**config.mk**
```make
export PLATFORM = sky130hd
export DESIGN_NAME = mod_tap_key_resolver
export DESIGN_NICKNAME = d
export VERILOG_FILES = /design/src/rtl/mtkr_pkg.sv /design/src/rtl/mtkr_slot_store.sv /design/src/rtl/mtkr_cmp_unit.sv /design/src/rtl/mod_tap_key_resolver.sv
export SDC_FILE = /design/constraint.sdc
export NUM_CORES = 1
export LEC_CHECK = 0
export ABC_CLOCK_PERIOD_IN_PS = 24400
export BUFFER_PORTS_ARGS = -buffer_cell sky130_fd_sc_hd__buf_2
export CAP_MARGIN = 20
export CORE_UTILIZATION = 62
export DETAILED_ROUTE_END_ITERATION = 10
export PLACE_DENSITY = 0.79
export SLEW_MARGIN = 20
export SYNTH_ARGS = -nofsm -noshare
export SYNTH_HDL_FRONTEND = slang
export SYNTH_SLANG_ARGS = --single-unit
```
**constraint.sdc**
```tcl
create_clock -name clk_i -period 24.4 [get_ports clk_i]
set_clock_uncertainty 0.1 [all_clocks]
set_input_delay 0 -clock clk_i [delete_from_list [all_inputs] [get_ports clk_i]]
set_output_delay 0 -clock clk_i [all_outputs]
set_load 0.03 [all_outputs]
```
**src/rtl/mtkr_pkg.sv**
```systemverilog
`timescale 1ns / 1ps

package mtkr_pkg;

  // Slot store geometry and result cap per item
  localparam int unsigned Slots     = 8;
  localparam int unsigned MaxOut    = 8;
  localparam int unsigned SlotIdxW  = (Slots > 1) ? $clog2(Slots) : 1;
  localparam int unsigned CntW      = $clog2(MaxOut + 1);

  localparam logic [15:0] TermReset = 16'd200;
  localparam logic [7:0]  DualLo    = 8'hE0;
  localparam logic [7:0]  DualHi    = 8'hE7;

  typedef enum logic [1:0] {
    MODE_KEY   = 2'd0,
    MODE_TICK  = 2'd1,
    MODE_OTHER = 2'd2,
    MODE_NONE  = 2'd3
  } mode_e;

  typedef enum logic [1:0] {
    PH_IDLE = 2'd0,
    PH_WAIT = 2'd1,
    PH_HELD = 2'd2
  } phase_e;

  typedef enum logic [2:0] {
    ACT_NONE     = 3'd0,
    ACT_KEY_DOWN = 3'd1,
    ACT_KEY_UP   = 3'd2,
    ACT_MOD_DOWN = 3'd3,
    ACT_MOD_UP   = 3'd4
  } act_e;

  typedef struct packed {
    logic [1:0]  mode;
    logic [15:0] key_code;
    logic        is_press;
    logic [7:0]  key_row;
    logic [7:0]  key_col;
  } in_t;

  typedef struct packed {
    logic [2:0] action;
    logic [7:0] report_code;
    logic       pass_through;
    logic       last;
  } out_t;

  typedef struct packed {
    phase_e      phase;
    logic [31:0] stamp;
    logic [15:0] key;
    logic [7:0]  row;
    logic [7:0]  col;
  } slot_t;

  // Write request into the slot store; full=0 updates the phase only
  typedef struct packed {
    logic                en;
    logic                full;
    logic [SlotIdxW-1:0] idx;
    slot_t               entry;
  } slot_wr_t;

  // Flags from the shared compare unit
  typedef struct packed {
    logic match;
    logic idle;
    logic waiting;
    logic held;
    logic expired;
  } cmp_t;

endpackage

```
**src/rtl/mtkr_slot_store.sv**
```systemverilog
`timescale 1ns / 1ps

module mtkr_slot_store (
  input  logic                         clk_i,
  input  logic                         rst_ni,
  input  logic [mtkr_pkg::SlotIdxW-1:0] rd_idx_i,
  output mtkr_pkg::slot_t              rd_entry_o,
  input  mtkr_pkg::slot_wr_t           wr_i
);
  import mtkr_pkg::*;

  slot_t slots_q [Slots];

  // Reset brings every slot to idle with zero position, key and stamp
  always_ff @(posedge clk_i or negedge rst_ni) begin
    if (!rst_ni) begin
      for (int i = 0; i < Slots; i++) begin
        slots_q[i] <= '0;
      end
    end else if (wr_i.en) begin
      if (wr_i.full) begin
        slots_q[wr_i.idx] <= wr_i.entry;
      end else begin
        slots_q[wr_i.idx].phase <= wr_i.entry.phase;
      end
    end
  end

  assign rd_entry_o = slots_q[rd_idx_i];

endmodule

```
**src/rtl/mtkr_cmp_unit.sv**
```systemverilog
`timescale 1ns / 1ps

module mtkr_cmp_unit (
  input  mtkr_pkg::slot_t slot_i,
  input  logic [31:0]     now_i,
  input  logic [15:0]     term_i,
  input  logic [7:0]      row_i,
  input  logic [7:0]      col_i,
  output mtkr_pkg::cmp_t  flags_o
);
  import mtkr_pkg::*;

  logic [31:0] elapsed;

  // Wrapping elapsed time against the tapping term
  assign elapsed          = now_i - slot_i.stamp;
  assign flags_o.expired  = (elapsed >= {16'd0, term_i});
  assign flags_o.match    = (slot_i.row == row_i) && (slot_i.col == col_i);
  assign flags_o.idle     = (slot_i.phase == PH_IDLE);
  assign flags_o.waiting  = (slot_i.phase == PH_WAIT);
  assign flags_o.held     = (slot_i.phase == PH_HELD);

endmodule

```
**src/rtl/mod_tap_key_resolver.sv**
```systemverilog
`timescale 1ns / 1ps
// An accepted item is resolved by scanning the slots one per cycle, while the output
// is not stalled, through one compare unit; a new item is taken only once the last is done.
// A tick or other-key item scans every slot; a key event scans, then acts on the picked
// slot, and a tap adds a key-up beat; an early slot match ends the scan sooner. A key
// that is not dual-role passes straight through.
// Reset: all slots idle and zeroed, millisecond count zero, tapping term 200.

module mod_tap_key_resolver (
  input  logic           clk_i,
  input  logic           rst_ni,
  input  logic           in_valid_i,
  output logic           in_stall_o,
  input  mtkr_pkg::in_t  in_data_i,
  output logic           out_valid_o,
  input  logic           out_stall_i,
  output mtkr_pkg::out_t out_data_o,
  input  logic           cfg_we_i,
  input  logic [15:0]    cfg_wdata_i
);
  import mtkr_pkg::*;

  typedef enum logic [4:0] {
    ST_IDLE = 5'b00001,
    ST_SCAN = 5'b00010,
    ST_ACT  = 5'b00100,
    ST_REL2 = 5'b01000,
    ST_DONE = 5'b10000
  } state_e;

  state_e              state_q, state_d;
  in_t                 item_q, item_d;
  logic [SlotIdxW-1:0] idx_q, idx_d;
  logic [SlotIdxW-1:0] pick_q, pick_d;
  logic                pick_vld_q, pick_vld_d;
  logic [CntW-1:0]     cnt_q, cnt_d;
  logic [31:0]         now_q, now_d;
  logic [15:0]         term_q;
  out_t                pend_q, pend_d;
  logic                pend_vld_q, pend_vld_d;
  out_t                out_q, out_d;
  logic                out_valid_q;
  logic                out_load;

  logic                out_free;
  logic                step;
  logic                in_acc;
  logic                dual;
  logic                new_emit;
  out_t                new_res;
  logic [SlotIdxW-1:0] rd_idx;
  slot_t               rd_entry;
  slot_wr_t            wr;
  cmp_t                flags;
  logic                idx_last;

  mtkr_slot_store u_store (
    .clk_i      (clk_i),
    .rst_ni     (rst_ni),
    .rd_idx_i   (rd_idx),
    .rd_entry_o (rd_entry),
    .wr_i       (wr)
  );

  mtkr_cmp_unit u_cmp (
    .slot_i  (rd_entry),
    .now_i   (now_q),
    .term_i  (term_q),
    .row_i   (item_q.key_row),
    .col_i   (item_q.key_col),
    .flags_o (flags)
  );

  assign in_stall_o = (state_q != ST_IDLE);
  assign in_acc     = in_valid_i && (state_q == ST_IDLE);
  assign out_free   = !out_valid_q || !out_stall_i;
  assign step       = out_free;
  assign rd_idx     = (state_q == ST_ACT) ? pick_q : idx_q;
  assign idx_last   = (idx_q == SlotIdxW'(Slots - 1));
  assign dual       = (in_data_i.key_code[15:8] >= DualLo) &&
                      (in_data_i.key_code[15:8] <= DualHi);

  // Sequencer: scan slots, act on the picked slot for key events, then close the item
  always_comb begin
    state_d    = state_q;
    item_d     = item_q;
    idx_d      = idx_q;
    pick_d     = pick_q;
    pick_vld_d = pick_vld_q;
    cnt_d      = cnt_q;
    now_d      = now_q;
    pend_d     = pend_q;
    pend_vld_d = pend_vld_q;
    out_d      = out_q;
    out_load   = 1'b0;
    new_emit   = 1'b0;
    new_res    = '0;
    wr         = '0;
    wr.idx     = rd_idx;
    wr.entry   = rd_entry;

    unique case (state_q)
      ST_IDLE: begin
        if (in_acc) begin
          item_d     = in_data_i;
          idx_d      = '0;
          pick_vld_d = 1'b0;
          cnt_d      = '0;
          case (mode_e'(in_data_i.mode))
            MODE_KEY: begin
              if (dual) begin
                state_d = ST_SCAN;
              end else begin
                pend_d       = '0;
                pend_d.action       = ACT_NONE;
                pend_d.pass_through = 1'b1;
                pend_vld_d   = 1'b1;
                state_d      = ST_DONE;
              end
            end
            MODE_TICK: begin
              now_d   = now_q + 32'd1;
              state_d = ST_SCAN;
            end
            MODE_OTHER: state_d = ST_SCAN;
            default:    state_d = ST_DONE;
          endcase
        end
      end

      ST_SCAN: begin
        if (step) begin
          idx_d = idx_q + SlotIdxW'(1);
          if (mode_e'(item_q.mode) == MODE_KEY) begin
            if (flags.match) begin
              pick_d     = idx_q;
              pick_vld_d = 1'b1;
              state_d    = ST_ACT;
            end else begin
              if (flags.idle && !pick_vld_q) begin
                pick_d     = idx_q;
                pick_vld_d = 1'b1;
              end
              if (idx_last) begin
                state_d = (pick_vld_q || flags.idle) ? ST_ACT : ST_DONE;
              end
            end
          end else begin
            // Promote waiting slots to held, up to the per-item cap
            if (flags.waiting && (flags.expired || mode_e'(item_q.mode) == MODE_OTHER) &&
                (cnt_q < CntW'(MaxOut))) begin
              wr.en             = 1'b1;
              wr.entry.phase    = PH_HELD;
              new_emit          = 1'b1;
              new_res.action    = ACT_MOD_DOWN;
              new_res.report_code = rd_entry.key[15:8];
              cnt_d             = cnt_q + CntW'(1);
            end
            if (idx_last) begin
              state_d = ST_DONE;
            end
          end
        end
      end

      ST_ACT: begin
        if (step) begin
          wr.en = 1'b1;
          if (item_q.is_press) begin
            wr.full        = 1'b1;
            wr.entry.phase = PH_WAIT;
            wr.entry.stamp = now_q;
            wr.entry.key   = item_q.key_code;
            wr.entry.row   = item_q.key_row;
            wr.entry.col   = item_q.key_col;
            state_d        = ST_DONE;
          end else begin
            wr.entry.phase = PH_IDLE;
            if (flags.waiting && !flags.expired) begin
              new_emit            = 1'b1;
              new_res.action      = ACT_KEY_DOWN;
              new_res.report_code = item_q.key_code[7:0];
              state_d             = ST_REL2;
            end else begin
              if (flags.held) begin
                new_emit            = 1'b1;
                new_res.action      = ACT_MOD_UP;
                new_res.report_code = item_q.key_code[15:8];
              end
              state_d = ST_DONE;
            end
          end
        end
      end

      ST_REL2: begin
        if (step) begin
          new_emit            = 1'b1;
          new_res.action      = ACT_KEY_UP;
          new_res.report_code = item_q.key_code[7:0];
          state_d             = ST_DONE;
        end
      end

      ST_DONE: begin
        if (step) begin
          // Final beat of the item carries the last flag
          if (pend_vld_q) begin
            out_load   = 1'b1;
            out_d      = pend_q;
            out_d.last = 1'b1;
            pend_vld_d = 1'b0;
          end
          state_d = ST_IDLE;
        end
      end

      default: state_d = ST_IDLE;
    endcase

    // A new result pushes the held one out as a non-final beat
    if (new_emit) begin
      if (pend_vld_q) begin
        out_load   = 1'b1;
        out_d      = pend_q;
        out_d.last = 1'b0;
      end
      pend_d     = new_res;
      pend_vld_d = 1'b1;
    end
  end

  always_ff @(posedge clk_i or negedge rst_ni) begin
    if (!rst_ni) begin
      state_q     <= ST_IDLE;
      idx_q       <= '0;
      pick_q      <= '0;
      pick_vld_q  <= 1'b0;
      cnt_q       <= '0;
      now_q       <= '0;
      term_q      <= TermReset;
      pend_vld_q  <= 1'b0;
      out_valid_q <= 1'b0;
    end else begin
      state_q    <= state_d;
      idx_q      <= idx_d;
      pick_q     <= pick_d;
      pick_vld_q <= pick_vld_d;
      cnt_q      <= cnt_d;
      now_q      <= now_d;
      pend_vld_q <= pend_vld_d;
      if (cfg_we_i) begin
        term_q <= cfg_wdata_i;
      end
      if (out_load) begin
        out_valid_q <= 1'b1;
      end else if (!out_stall_i) begin
        out_valid_q <= 1'b0;
      end
    end
  end

  // Payload registers
  always_ff @(posedge clk_i) begin
    item_q <= item_d;
    pend_q <= pend_d;
    out_q  <= out_d;
  end

  assign out_valid_o = out_valid_q;
  assign out_data_o  = out_q;

`ifndef SYNTHESIS
  a_state_onehot : assert property (@(posedge clk_i) disable iff (!rst_ni)
    $onehot(state_q))
    else $error("sequencer state not one-hot");

  a_idle_no_pend : assert property (@(posedge clk_i) disable iff (!rst_ni)
    (state_q == ST_IDLE) |-> !pend_vld_q)
    else $error("result left pending while idle");

  a_tap_pair : assert property (@(posedge clk_i) disable iff (!rst_ni)
    (state_q == ST_REL2) |-> (pend_vld_q && pend_q.action == ACT_KEY_DOWN))
    else $error("tap release without pending key press");

  a_pass_last : assert property (@(posedge clk_i) disable iff (!rst_ni)
    (out_valid_o && out_data_o.action == ACT_NONE) |->
      (out_data_o.pass_through && out_data_o.last))
    else $error("pass-through beat malformed");
`endif

endmodule
```
## Yosys cells after proc, flatten, opt, wreduce, memory -nomap -nowiden

Cells that the tools add are included.

- Register bits: 654
- Latch bits: 0
- RAM bits: 0
- ROM bits: 0
- Input bits: 56
- Output and inout port bits: 15
- Word-level logic and storage cells: 234
- Memories: 0

- Add/subtract/negate cells: 4
- $mul: 0
- Div/mod/pow operators: 0
- Magnitude comparators: 6
- Equal/unequal tests: 31
- Shifts and indexed selects: 0
- Mux-type cells: 95
- Bitwise gates (word level): 2
- Reductions and logical operators: 35

Operator list:

| kind | number |
|---|---|
| $bwmux 528 | 2 |
| $mux 528 | 1 |
| $demux 66 s3 | 2 |
| $mux 66 | 5 |
| $bmux 66 s3 | 1 |
| $mux 13 | 10 |
| $mux 64 | 2 |
| $mux 5 | 13 |
| $mux 11 | 4 |
| $mux 10 | 4 |
| $pmux 11 s3 | 1 |
| $add 32x1->32 const B | 1 |
| $ge 32x16->1 | 1 |
| $sub 32x32->32 | 1 |
| $mux 1 | 28 |
| $pmux 5 s5 | 1 |
| $ne 3x3->1 const B | 6 |
| $eq 8x8->1 | 2 |
| $mux 4 | 4 |
| $ne 2x2->1 const B | 8 |
| $mux 3 | 5 |
| $reduce_and 5->1 | 3 |
| $reduce_and 4->1 | 3 |
| $pmux 5 s2 | 1 |
| 36 further kinds | 64 |

## Logic depth before layout (Yosys ltp)

- Depth after elaboration: 17
- Gate-level depth with buffers: 33
- Mapped depth without buffers: 27

## By module

A second synthesis with hierarchy kept.

- Cells, all modules: 2,229
- Area, all modules: 32,115.8 um^2

By module, submodules not included:

| module | instances | cells each | area an instance (um^2) | seq. area each (um^2) |
|---|---|---|---|---|
| mtkr_slot_store | 1 | 1,364 | 23,413.7 | 13,212.7 |
| mod_tap_key_resolver | 1 | 486 | 6,167.2 | 3,448.3 |
| mtkr_cmp_unit | 1 | 379 | 2,534.9 | 0.0 |

## Worst setup path after synthesis

Ideal clock, no wire load.

- Path kind: flip-flop to flip-flop
- From: reg state_q[4]
- To: reg (tool-made name)
- Library setup time: 349 ps
- Arrival: 7,596 ps
- Slack: 16,355 ps
- Stages on the path, launching flop included: 32
- Clock period less this slack: 8,045 ps
- Cell sequence: dfrtp_1 -> buf_6 -> or4_1 -> buf_6 -> nor2_1 -> nor3_1 -> a41oi_1 -> clkbuf_1 -> o22ai_1 -> nor4_1 -> ha_1 -> inv_1 -> fa_1 -> a21o_1 -> a221o_1 -> a21o_1 -> a21oi_1 -> o21ai_0 -> xor2_1 -> ha_1 -> nand2_1 -> o21a_1 -> o221ai_1 -> a2111o_1 -> nor2_1 -> or4b_1 -> a2111o_1 -> or4_4 -> and3_1 -> buf_4 -> buf_6 -> inv_1

RTL lines:

| what | line | RTL |
|---|---|---|
| start, declared | mod_tap_key_resolver.sv:31 | `state_e state_q, state_d;` |
| start signal, assigned | mod_tap_key_resolver.sv:245 | `state_q <= state_d;` |

==> summary by stage <==
Die
The number of placement rows is 78. From bottom edge to top edge, the die measures 217 microns. The total core area is 45400 sq um. The width of the die is 217 microns. The die outline area is 46900 sq um. For this configuration, the core starts out at a cell density of 62.9%. 71 I/O pins were placed.

STA
Headroom to the max-slew limit came out at 23.2%. The final-report hold violation count is 0. Setup repair after global routing left no endpoint under its margin. The final setup violation count is 0.

The total count of max-transition violations in the final report was 0. The share of the clock period used by the worst path after layout is 40.8%. The slew at the pin closest to its max-slew limit is 1.15 ns. The shortest period the worst path allows is 9.96 ns. Static timing analysis puts the maximum clock frequency at 100 MHz. In the final timing run, aggregate negative setup slack is 0 ns.

Cells and area
The area of all placed cells without fillers is 32400 sq um. The register area is 15100 sq um. The multi-input combinational cell area is 12600 sq um.

Counting the fill cells in the layout gives 3111. The number of diodes is 0. The net count of the finished layout is 2695.

The synthesis-to-finish area growth is 13.6%. Of the cells placed in the final design, the portion with a size suffix greater than 1 is 24.4%.

Placed design
The placed cell area is 29200 sq um. The half-perimeter wire length of the detailed placement result is 44800 microns. The port buffer count is 70. At the end of routability-driven placement, the weighted congestion stood at 0.927.

Pwr
Summed over all cells, the static leakage comes to 15.4 nW. The overall power consumption is 2.96 mW. Across the VDD grid, the largest voltage drop is 75.4 uV. Power spread over the standard cell area amounts to 91.4 nW/um^2.

Logic synthesis
During synthesis, Yosys emitted a total of 0 warnings. Yosys instantiated no cell more often than sky130_fd_sc_hd__dfrtp_1. The average cell area after synthesis is 11.4 sq um. After synthesis the netlist holds a flip-flop and latch count of 590. Counting every net in the synthesized netlist gives 2613.

After synthesis, the largest area contributor takes up 46.1% of total cell area. The most used flip-flop cell after synthesis is sky130_fd_sc_hd__dfrtp_1. The cell type with the highest aggregate area in the netlist is sky130_fd_sc_hd__dfrtp_1.

The number of distinct standard cells referenced by the synthesized netlist is 84. In the post-synthesis netlist, the biggest area contributors are sky130_fd_sc_hd__dfrtp_1, sky130_fd_sc_hd__mux2_2, sky130_fd_sc_hd__edfxtp_1. Synthesis produced 2502 cells. Sorting the synthesized cells by how often they occur yields sky130_fd_sc_hd__dfrtp_1, sky130_fd_sc_hd__mux2_2, sky130_fd_sc_hd__nand2_1. Counting flops with a built-in enable in the synthesized netlist gives 59. In the synthesized netlist the async set-or-reset flop fraction comes to 89.8%. The sequential cell area fraction in the yosys report is 52.8%. Summing every instance area after synthesis gives 28500 sq um.

CTS
The clock passes through at most 3 buffers. Once the clock tree was built, the resizer swapped 0 gates to a different size. Clock tree synthesis selected as its root buffer the cell sky130_fd_sc_hd__clkbuf_16. Counting the buffers created by CTS gives 61.

The total number of clock tree sinks is 590. Clock-pin slew was measured on the worst setup and hold paths at 0.07 ns. Post-CTS timing repair inserted 0 buffers for setup. TritonCTS built the clock tree. The H-tree generated during clock tree synthesis spans 2 levels.

The latest clock arrival within the worst-skew pair is 0.63 ns. Buffers inserted to repair hold after CTS numbered 115.

Route
Dividing the detail-routed wire length by the instance count gives 23.5 microns. The total via count after detailed routing is 21400. After detailed routing, the number of vias per cell comes to 6.61. The DRC violations left is 0. For this block, the routed nets add up to 76100 microns of wire.

The count of nets left with antenna violations once routing finished came out at 0. The number of iterations in the first detailed-routing pass is 5. After the first detailed-routing iteration, the DRC count stood at 2117.

Global routing
The via count of the first global-routing pass is 21900. The overall track demand over capacity in global routing is 32.8%. The first global-routing pass estimated 121000 microns of wire.

Entering global routing, the biggest net connects 184 pins. The remaining global-route overflow is 0. The initial antenna violation count is 0.

Setup path
Of all nets on the critical path, the largest fanout is 44. At the worst endpoint, the arrival time is 10.14 ns. The required time reported for the critical path endpoint is 24.58 ns.

The longest individual stage delay on the worst path is 0.85 ns. The slowest stage of the critical path belongs to the cell sky130_fd_sc_hd__nor4_4. The type of origin of the critical path is a register.

The worst setup path is captured at a register. The class of the most critical setup path is reg -> reg. The slack of the worst reg-to-reg path is 14.44 ns.

Hold path
The class of the most critical hold timing path is in -> reg.

Job
The max-cap violation count is 0.

Status
The flow ran to the end, and the final reports show no timing, DRC or antenna violations.
layout by cell type (no fill, tap or decap), types with 29 or more instances in the layout:
master,netlist,routed
sky130_fd_sc_hd__a21oi_1,74,72
sky130_fd_sc_hd__buf_2,7,69
sky130_fd_sc_hd__clkbuf_16,0,61
sky130_fd_sc_hd__dfrtp_1,526,526
sky130_fd_sc_hd__dlygate4sd3_1,0,114
sky130_fd_sc_hd__edfxtp_1,59,59
sky130_fd_sc_hd__ha_1,54,54
sky130_fd_sc_hd__inv_1,57,56
sky130_fd_sc_hd__mux2_2,416,416
sky130_fd_sc_hd__mux2i_1,30,29
sky130_fd_sc_hd__nand2_1,195,193
sky130_fd_sc_hd__nand3_1,56,56
sky130_fd_sc_hd__nor2_1,106,105
sky130_fd_sc_hd__nor3_1,35,35
sky130_fd_sc_hd__o211ai_1,35,35
sky130_fd_sc_hd__o21ai_0,124,123
sky130_fd_sc_hd__o22ai_1,143,143
sky130_fd_sc_hd__or4_1,33,33
sky130_fd_sc_hd__xnor2_1,46,46
flip-flops by register name, summed over array words and instances (netlist names), named ones only:
signal / cells
u_store.slots_q: 448
item_q: 35
now_q: 32
term_q: 16
pend_q: 12
state_q: 5
cnt_q: 4
idx_q: 3
pick_q: 3
out_valid_o: 1
pend_vld_q: 1
pick_vld_q: 1
worst max-delay path, delay by kind of cell (launching register included):
family | cells | cell delay, ns
AND/OR/NAND/NOR | 8 | 3.52
AO/OA/AOI/OAI | 13 | 3.62
flip-flops | 1 | 0.50
buffers and inverters | 2 | 1.04
XOR/XNOR | 1 | 0.15
adder cells (fa/ha/maj) | 2 | 0.63
cell type report:
type | count | share of cell area (%)
inverter | 61 | 0.707
timing repair buffer | 213 | 5.48
clock inverter | 22 | 0.645
clock buffer | 89 | 5.53
tap | 600 | 2.32
sequential | 590 | 46.5
multi-input combinational | 1657 | 38.9
layer usage:
| metal | vias up | global-route usage, % | routed length, microns |
|---|---|---|---|
| met5 | - | 0 | 0 |
| met2 | 855 | 53.6 | 36700 |
| met3 | 210 | 4.81 | 4780 |
| li1 | 9396 | - | - |
| met1 | 10900 | 43.4 | 31500 |
| met4 | 0 | 15.3 | 3140 |
path summary, 6_finish.rpt:
path	from	end	cells after the start
worst max-delay path	state_q[4]$_DFFE_PN0P_	register	26
worst min-delay path	in_data_i[26]	item_q[26]$_DFFE_PP_	2
worst max register to register	state_q[4]$_DFFE_PN0P_	register	26
worst min register to register	u_store.slots_q[457]$_DFFE_PN0P_	u_store.slots_q[457]$_DFFE_PN0P_	2
max in group asynchronous	rst_ni	u_store.slots_q[399]$_DFFE_PN0P_	6
min in group asynchronous	rst_ni	term_q[13]$_DFFE_PN0P_	3
report_power, final:
group / total, mW / internal (mW) / leakage, nW / switching [mW]
combinational: 0.937 / 0.352 / 6.61 / 0.585
sequential: 1.09 / 1.04 / 7.83 / 0.0571
clock: 0.930 / 0.539 / 0.990 / 0.391
total: 2.96 / 1.93 / 15.4 / 1.03
logic make-up (layout without fill, tap and decap cells):
| family | after synthesis | count (layout) | share of synthesized area [%] |
|---|---|---|---|
| XOR/XNOR | 61 | 61 | 1.87 |
| AND/OR/NAND/NOR | 552 | 552 | 9.50 |
| buffers and inverters | 255 | 385 | 3.61 |
| multiplexers | 447 | 447 | 17.6 |
| flip-flops | 590 | 590 | 52.8 |
| AO/OA/AOI/OAI | 542 | 542 | 12.2 |
| adder cells (fa/ha/maj) | 55 | 55 | 2.44 |
stage by stage:
stage | hold WS [ns] | instances | worst slack (ns) | utilization, %
finish | 0.0340 | 3232 | 14.44 | 71.4
global route | 0.0343 | 3232 | 13.86 | 71.4
detailed placement | 0.0323 | 3004 | 14.74 | 64.3
floorplan | -0.396 | 2502 | 16.36 | -
CTS | 0.00285 | 3230 | 14.61 | 71.3
global placement | 0.0233 | 3004 | 15.02 | 64.3
Note: power is estimated with default switching activity, not from simulation.
